<file path="config.mk">
export PLATFORM = sky130hd
export DESIGN_NAME = primitive_bounding_box_accumulator
export DESIGN_NICKNAME = d
export VERILOG_FILES = /design/src/hw/rtl/pbba_pkg.sv /design/src/hw/rtl/pbba_prim.sv /design/src/hw/rtl/pbba_widen.sv /design/src/hw/rtl/primitive_bounding_box_accumulator.sv
export SDC_FILE = /design/constraint.sdc
export NUM_CORES = 2
export LEC_CHECK = 0
export BUFFER_PORTS_ARGS = -buffer_cell sky130_fd_sc_hd__clkbuf_2
export CAP_MARGIN = 10
export CORE_MARGIN = 10
export CORE_UTILIZATION = 50
export CTS_BUF_LIST = sky130_fd_sc_hd__clkbuf_16
export DETAILED_ROUTE_END_ITERATION = 6
export PLACE_DENSITY = 0.65
export SLEW_MARGIN = 25
export SYNTH_ARGS = -nofsm -noshare
export SYNTH_HDL_FRONTEND = slang
export SYNTH_HIERARCHICAL = 1
export SYNTH_SLANG_ARGS = --single-unit
</file>
<file path="constraint.sdc">
create_clock -name clk -period 22.8 [get_ports clk]
set_clock_uncertainty 0.1 [all_clocks]
set_input_delay 1.14 -clock clk [delete_from_list [all_inputs] [get_ports clk]]
set_output_delay 1.14 -clock clk [all_outputs]
set_load 0.1 [all_outputs]
</file>
<file path="src/hw/rtl/pbba_pkg.sv">
// Shared types, codes and saturating helpers for the bounding box accumulator.
`timescale 1ns / 1ps
`default_nettype none
package pbba_pkg;

  localparam int unsigned QW = 32;
  localparam int unsigned ME_W = 31;
  localparam int unsigned CFG_AW = 3;
  localparam int unsigned IN_DW = 5 * QW;
  localparam int unsigned OUT_DW = 6 * QW;

  localparam logic [QW-1:0] Q_MAX = 32'h7FFF_FFFF;
  localparam logic [QW-1:0] Q_MIN = 32'h8000_0000;

  // axis slots
  localparam int unsigned AX_X = 0;
  localparam int unsigned AX_Y = 1;
  localparam int unsigned AX_Z = 2;

  // register indexes
  localparam logic [CFG_AW-1:0] CFG_PTYPE   = 3'd0;
  localparam logic [CFG_AW-1:0] CFG_DCOORD  = 3'd1;
  localparam logic [CFG_AW-1:0] CFG_DWIDTH  = 3'd2;
  localparam logic [CFG_AW-1:0] CFG_DHEIGHT = 3'd3;
  localparam logic [CFG_AW-1:0] CFG_MINEXT  = 3'd4;

  // primitive types
  localparam logic [3:0] PT_POINT     = 4'd0;
  localparam logic [3:0] PT_RECT_XY   = 4'd1;
  localparam logic [3:0] PT_RECT_XZ   = 4'd2;
  localparam logic [3:0] PT_RECT_YZ   = 4'd3;
  localparam logic [3:0] PT_FIXDIM_XY = 4'd4;
  localparam logic [3:0] PT_FIXC_XY   = 4'd5;
  localparam logic [3:0] PT_FIXC_XZ   = 4'd6;
  localparam logic [3:0] PT_FIXC_YZ   = 4'd7;
  localparam logic [3:0] PT_FIXCD_XY  = 4'd8;
  localparam logic [3:0] PT_FIXCD_XZ  = 4'd9;
  localparam logic [3:0] PT_FIXCD_YZ  = 4'd10;
  localparam logic [3:0] PT_LINE_XZ   = 4'd11;
  localparam logic [3:0] PT_LINE_XY   = 4'd12;
  localparam logic [3:0] PT_HEXAGON   = 4'd13;

  // per-axis lower/upper values
  typedef struct packed {
    logic [2:0][QW-1:0] lo;
    logic [2:0][QW-1:0] hi;
  } span_t;

  function automatic logic [QW-1:0] sat33(input logic [QW:0] s);
    logic [QW-1:0] r;
    if (s[QW] != s[QW-1]) begin
      r = s[QW] ? Q_MIN : Q_MAX;
    end else begin
      r = s[QW-1:0];
    end
    return r;
  endfunction

  function automatic logic [QW-1:0] add_sat(input logic [QW-1:0] x, input logic [QW-1:0] y);
    logic [QW:0] s;
    s = {x[QW-1], x} + {y[QW-1], y};
    return sat33(s);
  endfunction

  function automatic logic [QW-1:0] sub_sat(input logic [QW-1:0] x, input logic [QW-1:0] y);
    logic [QW:0] s;
    s = {x[QW-1], x} - {y[QW-1], y};
    return sat33(s);
  endfunction

  function automatic logic [QW-1:0] smin(input logic [QW-1:0] x, input logic [QW-1:0] y);
    return ($signed(x) < $signed(y)) ? x : y;
  endfunction

  function automatic logic [QW-1:0] smax(input logic [QW-1:0] x, input logic [QW-1:0] y);
    return ($signed(x) > $signed(y)) ? x : y;
  endfunction

endpackage
`default_nettype wire

</file>
<file path="src/hw/rtl/pbba_prim.sv">
// Per-primitive candidate bounds on each axis, selected by primitive type.
`timescale 1ns / 1ps
`default_nettype none
module pbba_prim import pbba_pkg::*; (
  input  logic [3:0]    ptype,
  input  logic [QW-1:0] dcoord,
  input  logic [QW-1:0] dwidth,
  input  logic [QW-1:0] dheight,
  input  logic [QW-1:0] coord_a,
  input  logic [QW-1:0] coord_b,
  input  logic [QW-1:0] coord_c,
  input  logic [QW-1:0] size_w,
  input  logic [QW-1:0] size_h,
  output span_t         cand
);

  logic [QW-1:0] apw, bph, adw, bdh, amw, bmw, bpw;

  assign apw = add_sat(coord_a, size_w);
  assign bph = add_sat(coord_b, size_h);
  assign adw = add_sat(coord_a, dwidth);
  assign bdh = add_sat(coord_b, dheight);
  assign amw = sub_sat(coord_a, size_w);
  assign bmw = sub_sat(coord_b, size_w);
  assign bpw = add_sat(coord_b, size_w);

  always_comb begin
    cand = '0;
    case (ptype)
      PT_POINT: begin
        cand.lo[AX_X] = coord_a; cand.hi[AX_X] = coord_a;
        cand.lo[AX_Y] = coord_b; cand.hi[AX_Y] = coord_b;
        cand.lo[AX_Z] = coord_c; cand.hi[AX_Z] = coord_c;
      end
      PT_RECT_XY, PT_FIXC_XY: begin
        cand.lo[AX_X] = coord_a; cand.hi[AX_X] = apw;
        cand.lo[AX_Y] = coord_b; cand.hi[AX_Y] = bph;
        cand.lo[AX_Z] = (ptype == PT_FIXC_XY) ? dcoord : coord_c;
        cand.hi[AX_Z] = cand.lo[AX_Z];
      end
      PT_RECT_XZ, PT_FIXC_XZ: begin
        cand.lo[AX_X] = coord_a; cand.hi[AX_X] = apw;
        cand.lo[AX_Z] = coord_b; cand.hi[AX_Z] = bph;
        cand.lo[AX_Y] = (ptype == PT_FIXC_XZ) ? dcoord : coord_c;
        cand.hi[AX_Y] = cand.lo[AX_Y];
      end
      PT_RECT_YZ, PT_FIXC_YZ: begin
        cand.lo[AX_Y] = coord_a; cand.hi[AX_Y] = apw;
        cand.lo[AX_Z] = coord_b; cand.hi[AX_Z] = bph;
        cand.lo[AX_X] = (ptype == PT_FIXC_YZ) ? dcoord : coord_c;
        cand.hi[AX_X] = cand.lo[AX_X];
      end
      PT_FIXDIM_XY, PT_FIXCD_XY: begin
        cand.lo[AX_X] = coord_a; cand.hi[AX_X] = adw;
        cand.lo[AX_Y] = coord_b; cand.hi[AX_Y] = bdh;
        cand.lo[AX_Z] = (ptype == PT_FIXCD_XY) ? dcoord : coord_c;
        cand.hi[AX_Z] = cand.lo[AX_Z];
      end
      PT_FIXCD_XZ: begin
        cand.lo[AX_X] = coord_a; cand.hi[AX_X] = adw;
        cand.lo[AX_Z] = coord_b; cand.hi[AX_Z] = bdh;
        cand.lo[AX_Y] = dcoord;  cand.hi[AX_Y] = dcoord;
      end
      PT_FIXCD_YZ: begin
        cand.lo[AX_Y] = coord_a; cand.hi[AX_Y] = adw;
        cand.lo[AX_Z] = coord_b; cand.hi[AX_Z] = bdh;
        cand.lo[AX_X] = dcoord;  cand.hi[AX_X] = dcoord;
      end
      PT_LINE_XZ: begin
        cand.lo[AX_X] = smin(coord_a, apw); cand.hi[AX_X] = smax(coord_a, apw);
        cand.lo[AX_Y] = dcoord;             cand.hi[AX_Y] = dcoord;
        cand.lo[AX_Z] = smin(coord_b, bph); cand.hi[AX_Z] = smax(coord_b, bph);
      end
      PT_LINE_XY: begin
        cand.lo[AX_X] = smin(coord_a, apw); cand.hi[AX_X] = smax(coord_a, apw);
        cand.lo[AX_Y] = smin(coord_b, bph); cand.hi[AX_Y] = smax(coord_b, bph);
        cand.lo[AX_Z] = dcoord;             cand.hi[AX_Z] = dcoord;
      end
      PT_HEXAGON: begin
        cand.lo[AX_X] = smin(amw, apw);     cand.hi[AX_X] = smax(amw, apw);
        cand.lo[AX_Y] = smin(bmw, bpw);     cand.hi[AX_Y] = smax(bmw, bpw);
        cand.lo[AX_Z] = coord_c;            cand.hi[AX_Z] = coord_c;
      end
      default: begin
        cand = '0;
      end
    endcase
  end

endmodule
`default_nettype wire

</file>
<file path="src/hw/rtl/pbba_widen.sv">
// Reported box: minimum extent widening per axis, zeros while the set is empty.
`timescale 1ns / 1ps
`default_nettype none
module pbba_widen import pbba_pkg::*; (
  input  span_t           bounds,
  input  logic            any_seen,
  input  logic [ME_W-1:0] min_extent,
  output span_t           box
);

  function automatic logic [QW-1:0] sat34(input logic [QW+1:0] v);
    logic [QW-1:0] r;
    if ((v[QW+1:QW-1] != 3'b000) && (v[QW+1:QW-1] != 3'b111)) begin
      r = v[QW+1] ? Q_MIN : Q_MAX;
    end else begin
      r = v[QW-1:0];
    end
    return r;
  endfunction

  logic [QW+1:0] me_x;
  assign me_x = {3'b000, min_extent};

  for (genvar i = 0; i < 3; i++) begin : g_axis
    logic [QW:0]   diff;
    logic [QW:0]   sum;
    logic [QW+1:0] t_lo;
    logic [QW+1:0] t_hi;
    logic          narrow;

    assign diff   = {bounds.hi[i][QW-1], bounds.hi[i]} - {bounds.lo[i][QW-1], bounds.lo[i]};
    assign sum    = {bounds.hi[i][QW-1], bounds.hi[i]} + {bounds.lo[i][QW-1], bounds.lo[i]};
    assign narrow = $signed({diff[QW], diff}) < $signed(me_x);
    // floor((s-m)/2) and floor((s+m)/2); the latter equals floor((s-m)/2)+m
    assign t_lo   = {sum[QW], sum} - me_x;
    assign t_hi   = {sum[QW], sum} + me_x;

    always_comb begin
      if (!any_seen) begin
        box.lo[i] = '0;
        box.hi[i] = '0;
      end else if (narrow) begin
        box.lo[i] = sat34({t_lo[QW+1], t_lo[QW+1:1]});
        box.hi[i] = sat34({t_hi[QW+1], t_hi[QW+1:1]});
      end else begin
        box.lo[i] = bounds.lo[i];
        box.hi[i] = bounds.hi[i];
      end
    end
  end

endmodule
`default_nettype wire

</file>
<file path="src/hw/rtl/primitive_bounding_box_accumulator.sv">
// Top level: 3D bounding box accumulator over a stream of planar primitives.
//
//   channel  dir  payload                                      handshake
//   in_      in   tdata {a,b,c,w,h}, tuser {start,has_prim}    tvalid/tready
//   out_     out  tdata {xmin,xmax,ymin,ymax,zmin,zmax},       tvalid/tready
//                 tuser {bad_type}
//   cfg_     in   addr = register index, wdata                 we, no wait
//
// One word per cycle sustained while out_tready holds; from input accept to result
// valid a word passes input reg at accept, then candidate reg, bounds update, result reg.
// The bounds registers fold one word per cycle while stage 3 has room, compare and select only.
// Reset (sync, rst_n low) empties the box and loads register defaults.
// Each stage holds its word when the next one is full and stalled; input keeps accepting
// while the stages ahead have room.
`timescale 1ns / 1ps
`default_nettype none
module primitive_bounding_box_accumulator import pbba_pkg::*; (
  input  logic              clk,
  input  logic              rst_n,
  input  logic              in_tvalid,
  output logic              in_tready,
  input  logic [IN_DW-1:0]  in_tdata,   // coord_a, coord_b, coord_c, size_w, size_h
  input  logic [1:0]        in_tuser,   // start_set, has_primitive
  output logic              out_tvalid,
  input  logic              out_tready,
  output logic [OUT_DW-1:0] out_tdata,  // x_min, x_max, y_min, y_max, z_min, z_max
  output logic [0:0]        out_tuser,  // bad_type
  input  logic              cfg_we,
  input  logic [CFG_AW-1:0] cfg_addr,
  input  logic [QW-1:0]     cfg_wdata
);

  // configuration
  logic [3:0]      ptype_r;
  logic [QW-1:0]   dcoord_r, dwidth_r, dheight_r;
  logic [ME_W-1:0] min_ext_r;

  // pipeline control
  logic s1_v_r, s2_v_r, s3_v_r, out_v_r;
  logic s2_rdy, s3_rdy, out_rdy;

  // stage 1
  logic [IN_DW-1:0] s1_data_r;
  logic [1:0]       s1_user_r;

  // stage 2
  span_t cand;
  span_t cand_r;
  logic  s2_fold_r, s2_start_r, s2_bad_r;
  logic  bad;

  // box state
  span_t bounds_r, bounds_nxt, base;
  logic  any_seen_r, any_seen_nxt;
  logic  s3_bad_r;

  // result
  span_t box;
  logic [OUT_DW-1:0] out_data_r;
  logic              out_bad_r;

  assign out_rdy   = !out_v_r || out_tready;
  assign s3_rdy    = !s3_v_r || out_rdy;
  assign s2_rdy    = !s2_v_r || s3_rdy;
  assign in_tready = !s1_v_r || s2_rdy;

  assign out_tvalid = out_v_r;
  assign out_tdata  = out_data_r;
  assign out_tuser  = out_bad_r;

  assign bad = (ptype_r > PT_HEXAGON);

  always_ff @(posedge clk) begin
    if (!rst_n) begin
      ptype_r   <= PT_RECT_XY;
      dcoord_r  <= '0;
      dwidth_r  <= 32'h0001_0000;
      dheight_r <= 32'h0001_0000;
      min_ext_r <= 31'd66;
    end else if (cfg_we) begin
      case (cfg_addr)
        CFG_PTYPE:   ptype_r   <= cfg_wdata[3:0];
        CFG_DCOORD:  dcoord_r  <= cfg_wdata;
        CFG_DWIDTH:  dwidth_r  <= cfg_wdata;
        CFG_DHEIGHT: dheight_r <= cfg_wdata;
        CFG_MINEXT:  min_ext_r <= cfg_wdata[ME_W-1:0];
        default: ;
      endcase
    end
  end

  pbba_prim u_prim (
    .ptype   (ptype_r),
    .dcoord  (dcoord_r),
    .dwidth  (dwidth_r),
    .dheight (dheight_r),
    .coord_a (s1_data_r[0*QW +: QW]),
    .coord_b (s1_data_r[1*QW +: QW]),
    .coord_c (s1_data_r[2*QW +: QW]),
    .size_w  (s1_data_r[3*QW +: QW]),
    .size_h  (s1_data_r[4*QW +: QW]),
    .cand    (cand)
  );

  always_comb begin
    base         = bounds_r;
    any_seen_nxt = any_seen_r;
    if (s2_start_r) begin
      for (int i = 0; i < 3; i++) begin
        base.lo[i] = Q_MAX;
        base.hi[i] = Q_MIN;
      end
      any_seen_nxt = 1'b0;
    end
    bounds_nxt = base;
    if (s2_fold_r) begin
      for (int i = 0; i < 3; i++) begin
        bounds_nxt.lo[i] = smin(base.lo[i], cand_r.lo[i]);
        bounds_nxt.hi[i] = smax(base.hi[i], cand_r.hi[i]);
      end
      any_seen_nxt = 1'b1;
    end
  end

  // bounds_r only moves when a word enters stage 3, so it matches that word
  pbba_widen u_widen (
    .bounds     (bounds_r),
    .any_seen   (any_seen_r),
    .min_extent (min_ext_r),
    .box        (box)
  );

  always_ff @(posedge clk) begin
    if (!rst_n) begin
      s1_v_r     <= 1'b0;
      s2_v_r     <= 1'b0;
      s3_v_r     <= 1'b0;
      out_v_r    <= 1'b0;
      any_seen_r <= 1'b0;
      for (int i = 0; i < 3; i++) begin
        bounds_r.lo[i] <= Q_MAX;
        bounds_r.hi[i] <= Q_MIN;
      end
    end else begin
      if (in_tready) begin
        s1_v_r <= in_tvalid;
      end
      if (s2_rdy) begin
        s2_v_r <= s1_v_r;
      end
      if (s3_rdy) begin
        s3_v_r <= s2_v_r;
      end
      if (out_rdy) begin
        out_v_r <= s3_v_r;
      end
      if (s3_rdy && s2_v_r) begin
        bounds_r   <= bounds_nxt;
        any_seen_r <= any_seen_nxt;
      end
    end

    if (in_tvalid && in_tready) begin
      s1_data_r <= in_tdata;
      s1_user_r <= in_tuser;
    end
    if (s2_rdy && s1_v_r) begin
      cand_r     <= cand;
      s2_start_r <= s1_user_r[0];
      s2_fold_r  <= s1_user_r[1] && !bad;
      s2_bad_r   <= bad;
    end
    if (s3_rdy && s2_v_r) begin
      s3_bad_r <= s2_bad_r;
    end
    if (out_rdy && s3_v_r) begin
      out_data_r <= {box.hi[AX_Z], box.lo[AX_Z], box.hi[AX_Y], box.lo[AX_Y],
                     box.hi[AX_X], box.lo[AX_X]};
      out_bad_r  <= s3_bad_r;
    end
  end

endmodule
`default_nettype wire
</file>
==> After elaboration in Yosys (flattened, before gate mapping) <==
Index checks and enable logic that the tools add are counted.
{ "op_classes": {"n_addsub": 19, "n_mul": 0, "div_mod_pow": 0, "magnitude_cmp": 18, "eq_ne": 30, "n_shift": 0, "n_mux": 55, "bitwise_logic": 0, "n_reduce_logical": 39} }
{ "op_table": {"columns": ["operator", "n"], "rows": [
  ["$pmux W192 S10", 1],
  ["$mux W32", 50],
  ["$mux W192", 2],
  ["$add A32 B32 Y33", 8],
  ["$gt A32 B32 Y1", 7],
  ["$lt A32 B32 Y1", 7],
  ["$sub A32 B32 Y33", 5],
  ["$add A33 B32 Y34", 3],
  ["$sub A33 B32 Y34", 3],
  ["$lt A33 B32 Y1", 3],
  ["$eq A4 B4 Y1 const B", 6],
  ["$ne A3 B3 Y1 const B", 6],
  ["$reduce_bool A3 Y1", 6],
  ["$eq A4 B3 Y1 const B", 4],
  ["$reduce_and A2 Y1", 6],
  ["$logic_and A1 B1 Y1", 11],
  ["$eq A4 B2 Y1 const B", 2],
  ["$reduce_or A2 Y1", 4],
  ["$ne A1 B1 Y1", 7],
  ["$eq A3 B2 Y1 const B", 2],
  ["$logic_not A1 Y1", 5],
  ["$eq A4 B1 Y1 const B", 1],
  ["$gt A4 B4 Y1 const B", 1],
  ["$logic_not A4 Y1", 1],
  ["6 further kinds", 10]
]} }
{ "totals": {"register_bits": 879, "latchBits": 0, "mem_bits_rw": 0, "romBits": 0, "in_bits": 202, "elab_cells": 191, "n_memories": 0} }

==> Depth between registers and ports, before layout <==
{ "logic_depth": {"word_depth": 6, "ltp_mapped": 36, "mapped_depth_nobuf": 32} }

==> Cells and area by module <==
The synthesis kept the hierarchy.
{ "modules_own_cells": {"columns": ["module", "n_inst", "cells_each", "area_per_inst_um2", "seq_area_each_um2"], "rows": [
  ["primitive_bounding_box_accumulator", 1, 2495, 33584.7, 23112.2],
  ["pbba_widen", 1, 3666, 24284.5, 0.0],
  ["pbba_prim", 1, 3610, 23989.3, 0.0]
]} }

==> Worst setup path after synthesis <==
Ideal clock, no wire load.
{ "synth_timing": {"path_kind": "in2reg", "start": "in out_tready", "end": "reg cand_r[0] in the netlist's numbering, enable pin", "setup_time_ps": 1049, "t_arrival_ps": 15272, "required_ps": 21651, "slack_ps": 6379, "stages": 2, "cell_sequence": "nor2_1 > a21boi_0"} }
{ "synth_between": {"elab_chain_cells": 4} }
{ "synth_lines": {"columns": ["item", "line", "source"], "rows": [
  ["start: declaration", "primitive_bounding_box_accumulator.sv:25", "input logic out_tready,"],
  ["$logic_or A1 B1 Y1", "primitive_bounding_box_accumulator.sv:62", "assign out_rdy = !out_v_r || out_tready;"],
  ["$logic_or A1 B1 Y1", "primitive_bounding_box_accumulator.sv:63", "assign s3_rdy = !s3_v_r || out_rdy;"],
  ["$logic_or A1 B1 Y1", "primitive_bounding_box_accumulator.sv:64", "assign s2_rdy = !s2_v_r || s3_rdy;"],
  ["$logic_and A1 B1 Y1", "primitive_bounding_box_accumulator.sv:167", "if (s2_rdy && s1_v_r) begin"],
  ["end signal: assignment", "primitive_bounding_box_accumulator.sv:168", "cand_r <= cand;"],
  ["end: declaration", "primitive_bounding_box_accumulator.sv:48", "span_t cand_r;"]
]} }
Every way passes these cells.
A chain may end at the register's enable or synchronous reset.

==> impl_results.rst <==
.. list-table::
   :header-rows: 1

   * - Metric
     - Value
   * - Final count of hold timing violations
     - 0
   * - Num CTS Buffers
     - 101
   * - Number of nets with antenna violations after detailed routing
     - 0
   * - Setup slack after placement
     - ~13000 ps
   * - Type of the worst setup path
     - reg -> reg
   * - Pint
     - 4.13 mW
   * - Starting utilization of the core area
     - 0.503
   * - Wire length per cell
     - between 30 and 40 um
   * - Share of synthesized registers carrying an async set or reset
     - 0
   * - GRT overflow
     - 0
   * - Syn nets
     - around 11000
   * - Hold-fix buffers at CTS
     - 0
   * - Reg-to-reg setup timing slack
     - between 10000 and 15000 ps
   * - Global-route wire length before repair
     - around 570 mm
   * - Violated checks
     - design-rule violations
   * - Fill count
     - around 15000
   * - Maximum VDD drop
     - 0.0000765 V
   * - Final TNS setup
     - 0 ps
   * - DIE AREA
     - 180000 sq um
   * - Kind of path behind the tightest hold check
     - reg -> reg
   * - Placer Congestion
     - roughly 1.1
   * - Total power divided by cell area
     - between 80 and 90 nW/um^2
   * - RSZ-0062 raised after global routing
     - no
   * - CP peak stage delay
     - 960 ps
   * - Setup violators final
     - 0
   * - Number of flops mapped to enable cells by yosys
     - about 550
   * - Arrival time of data at the critical path endpoint
     - around 11000 ps
   * - Final Slew Violations
     - 0
   * - First-pass iteration count of the detailed router
     - 7
   * - Ratio of final minimum period to clock period
     - 0.463
   * - Root buffer cell
     - clkbuf_16
   * - Proportion of total power due to net switching
     - 0.487
   * - Launch point of the critical path
     - s1_data_r[14]
   * - Insertion delay to the later sink of the worst-skew pair
     - approximately 790 ps
   * - Setup WS post-layout
     - 12250 ps
   * - Family with the most delay on the worst path
     - compound AO/OA/AOI/OAI gates
   * - R2R Path Start
     - s1_data_r[14]
   * - Fmax
     - 94.8 MHz
   * - Total track usage
     - 0.431
   * - CP required
     - 23180 ps
   * - Pin slew with the least headroom to its limit
     - around 1300 ps
   * - Startpoint kind of the worst setup timing path
     - flip-flop
   * - Switching Power
     - around 3.9 mW
   * - Ys Warns
     - 6
   * - Number of cell rows
     - 148
   * - Worst Path Buf+Inv
     - 5
   * - Clock slew seen by the registers of the worst setup and hold paths
     - about 60 ps
   * - Area growth from synthesis to layout
     - 9.73%
   * - Number of design-rule violations left by the first detailed-router iteration
     - approximately 13000
   * - Number of clock sinks
     - 879
   * - Crit end category
     - flip-flop
   * - CTS H-tree lvls
     - 3
   * - Static Leakage
     - between 30 and 40 nW
   * - Share of the yosys chip area belonging to registers
     - 0.282
   * - Number of port buffers
     - roughly 400
   * - Vias in the first global route
     - roughly 77000
   * - Final worst path period need
     - between 10000 and 15000 ps
   * - Number of instances resized during post-cts repair
     - 0
   * - Fraction of layout cells with a size suffix above 1
     - 0.105
   * - Synth Area per Inst
     - ~8.4 sq um
   * - Gate count after technology mapping
     - between 9000 and 10000
   * - Unique masters post-synth
     - approximately 120
   * - Top-Level Pins
     - just under 400
   * - Post-synth top flop
     - edfxtp_1
   * - Proportion of power drawn by the clock network
     - 0.215
   * - Vias
     - 83900
   * - Post-synthesis instance area
     - 81900 sq um
   * - Standard cell with the maximum stage delay on the critical path
     - a21boi_0
   * - Post-detailed-route DRC marker count
     - 21
   * - Area inside the core boundary
     - between 150000 and 200000 sq um
   * - Number of nets in the layout
     - 11200
   * - Relative slew slack
     - 0.144
   * - FF+latch count, synth
     - 879
   * - Final HPWL DP
     - ~320 mm
   * - Vias per cell
     - around 6.9
   * - Combinational share of power
     - 0.544
   * - Die Width
     - approximately 420 um
   * - Vert. Die Dim
     - about 420 um
   * - Antenna violations before repair
     - 33
   * - Worst Path Max Fanout
     - 42
   * - Startpoint of the lowest-slack hold path
     - s3_bad_r
   * - Part of the total power dissipated in sequential elements
     - 0.241
   * - Total detailed-routing wirelength
     - 410 mm
   * - TritonCTS clock tree
     - yes
   * - Post-CTS setup buffer count
     - 0
   * - Pin count of the biggest net entering global routing
     - between 150 and 200
   * - Number of buffers between clock root and the deepest sink
     - 3
   * - Outcome
     - finished with violations
   * - Max-capacitance violation count
     - 0
## through the flow
step	std cells	power [mW]	area, sq um	hold WS (ps)	util
2_1_floorplan	9771	4.60	81900	300	-
3_3_place_gp	12000	6.03	86200	302	0.530
3_5_place_dp	12000	6.06	86300	310	0.530
4_1_cts	12200	7.79	89700	324	0.551
5_1_grt	12200	8.30	89800	336	0.552
6_report	12200	8.05	89800	321	0.552
## cells by family after synthesis
group                    Yosys count  synth area share
flip-flops                       879             0.282
adder cells (fa/ha/maj)         1035             0.160
multiplexers                      65           0.00813
XOR/XNOR                         495            0.0530
AO/OA/AOI/OAI                   3298             0.277
AND/OR/NAND/NOR                 2716             0.158
buffers and inverters           1283            0.0617
## Yosys cell counts (120+ instances only)
cell | instances | area share
a21boi_0 | 167 | 0.015
a21o_1 | 220 | 0.020
a21oi_1 | 793 | 0.048
a221oi_1 | 120 | 0.013
a22o_1 | 207 | 0.022
clkbuf_1 | 429 | 0.020
dfxtp_1 | 328 | 0.080
edfxtp_1 | 551 | 0.20
ha_1 | 1015 | 0.16
inv_1 | 750 | 0.034
nand2_1 | 798 | 0.037
nand3_1 | 137 | 0.0084
nor2_1 | 778 | 0.036
nor2b_1 | 182 | 0.014
nor3_1 | 166 | 0.010
o21ai_0 | 567 | 0.035
o21bai_1 | 129 | 0.012
or2_2 | 132 | 0.010
xnor2_1 | 377 | 0.040
## sequential cells by signal, summed over array words and instances, names as in the netlist, 2 cells and up
name / flops
bounds_r: 192
cand_r: 192
out_tdata: 192
s1_data_r: 160
dcoord_r: 32
dheight_r: 32
dwidth_r: 32
min_ext_r: 31
ptype_r: 4
s1_user_r: 2
## worst reg2reg max path: cells and delay by family (launching register included)
family                   cells  cell delay, ps
flip-flops                   1             840
AO/OA/AOI/OAI               11            3680
AND/OR/NAND/NOR              9            2200
multiplexers                 1             680
adder cells (fa/ha/maj)      3            1100
buffers and inverters        5            1470
XOR/XNOR                     1             160
## power by group through the flow
stage          sequential, mW  clock (mW)  combinational [mW]
2_1_floorplan            1.94           0                2.65
3_3_place_gp             1.96           0                4.08
3_5_place_dp             1.96           0                4.10
4_1_cts                  1.92        1.74                4.13
5_1_grt                  1.93        1.80                4.57
6_report                 1.94        1.73                4.38
## final cells by class
cell class              instances  area (sq um)  area share
multi-input cells            7609         54000       0.601
clock buffers                 104          2600      0.0290
well taps                    2175          2720      0.0303
flip-flops and latches        879         23100       0.257
repair buffers                614          3660      0.0407
clock inverters                84           850     0.00946
diodes                         10          25.0    0.000279
inverters                     761          2860      0.0318
## metal layers
metal | wire length (um) | track usage | vias up
met5 | 158 | 0 | -
met4 | 42400 | 0.351 | 24
met3 | 52200 | 0.139 | 1518
met2 | 163000 | 0.611 | 5990
met1 | 152000 | 0.532 | 40100
li1 | - | - | 36300
## layout by cell type, fill, tap and decap left out, types with 128 or more instances in the layout
master / synthesis / routed
a21boi_0: 167 / 165
o21bai_1: 129 / 128
nand3_1: 137 / 134
inv_1: 750 / 761
nor3_1: 166 / 164
dfxtp_1: 328 / 327
buf_4: 8 / 214
ha_1: 1015 / 1015
o21ai_0: 567 / 552
or2_2: 132 / 132
clkbuf_2: 1 / 395
nor2b_1: 182 / 181
a21o_1: 220 / 220
xnor2_1: 377 / 376
a21oi_1: 793 / 785
a22o_1: 207 / 207
nor2_1: 778 / 768
nand2_1: 798 / 796
edfxtp_1: 551 / 551
## final timing paths
| path | depth (start not counted) | end |
|---|---|---|
| worst min-delay path | 0 | out_tuser |
| worst max-delay path | 30 | cand_r[30] |
| worst min register to register | 0 | out_tuser |
| worst max register to register | 30 | cand_r[30] |
No activity file was read; power rests on OpenSTA's default activity.
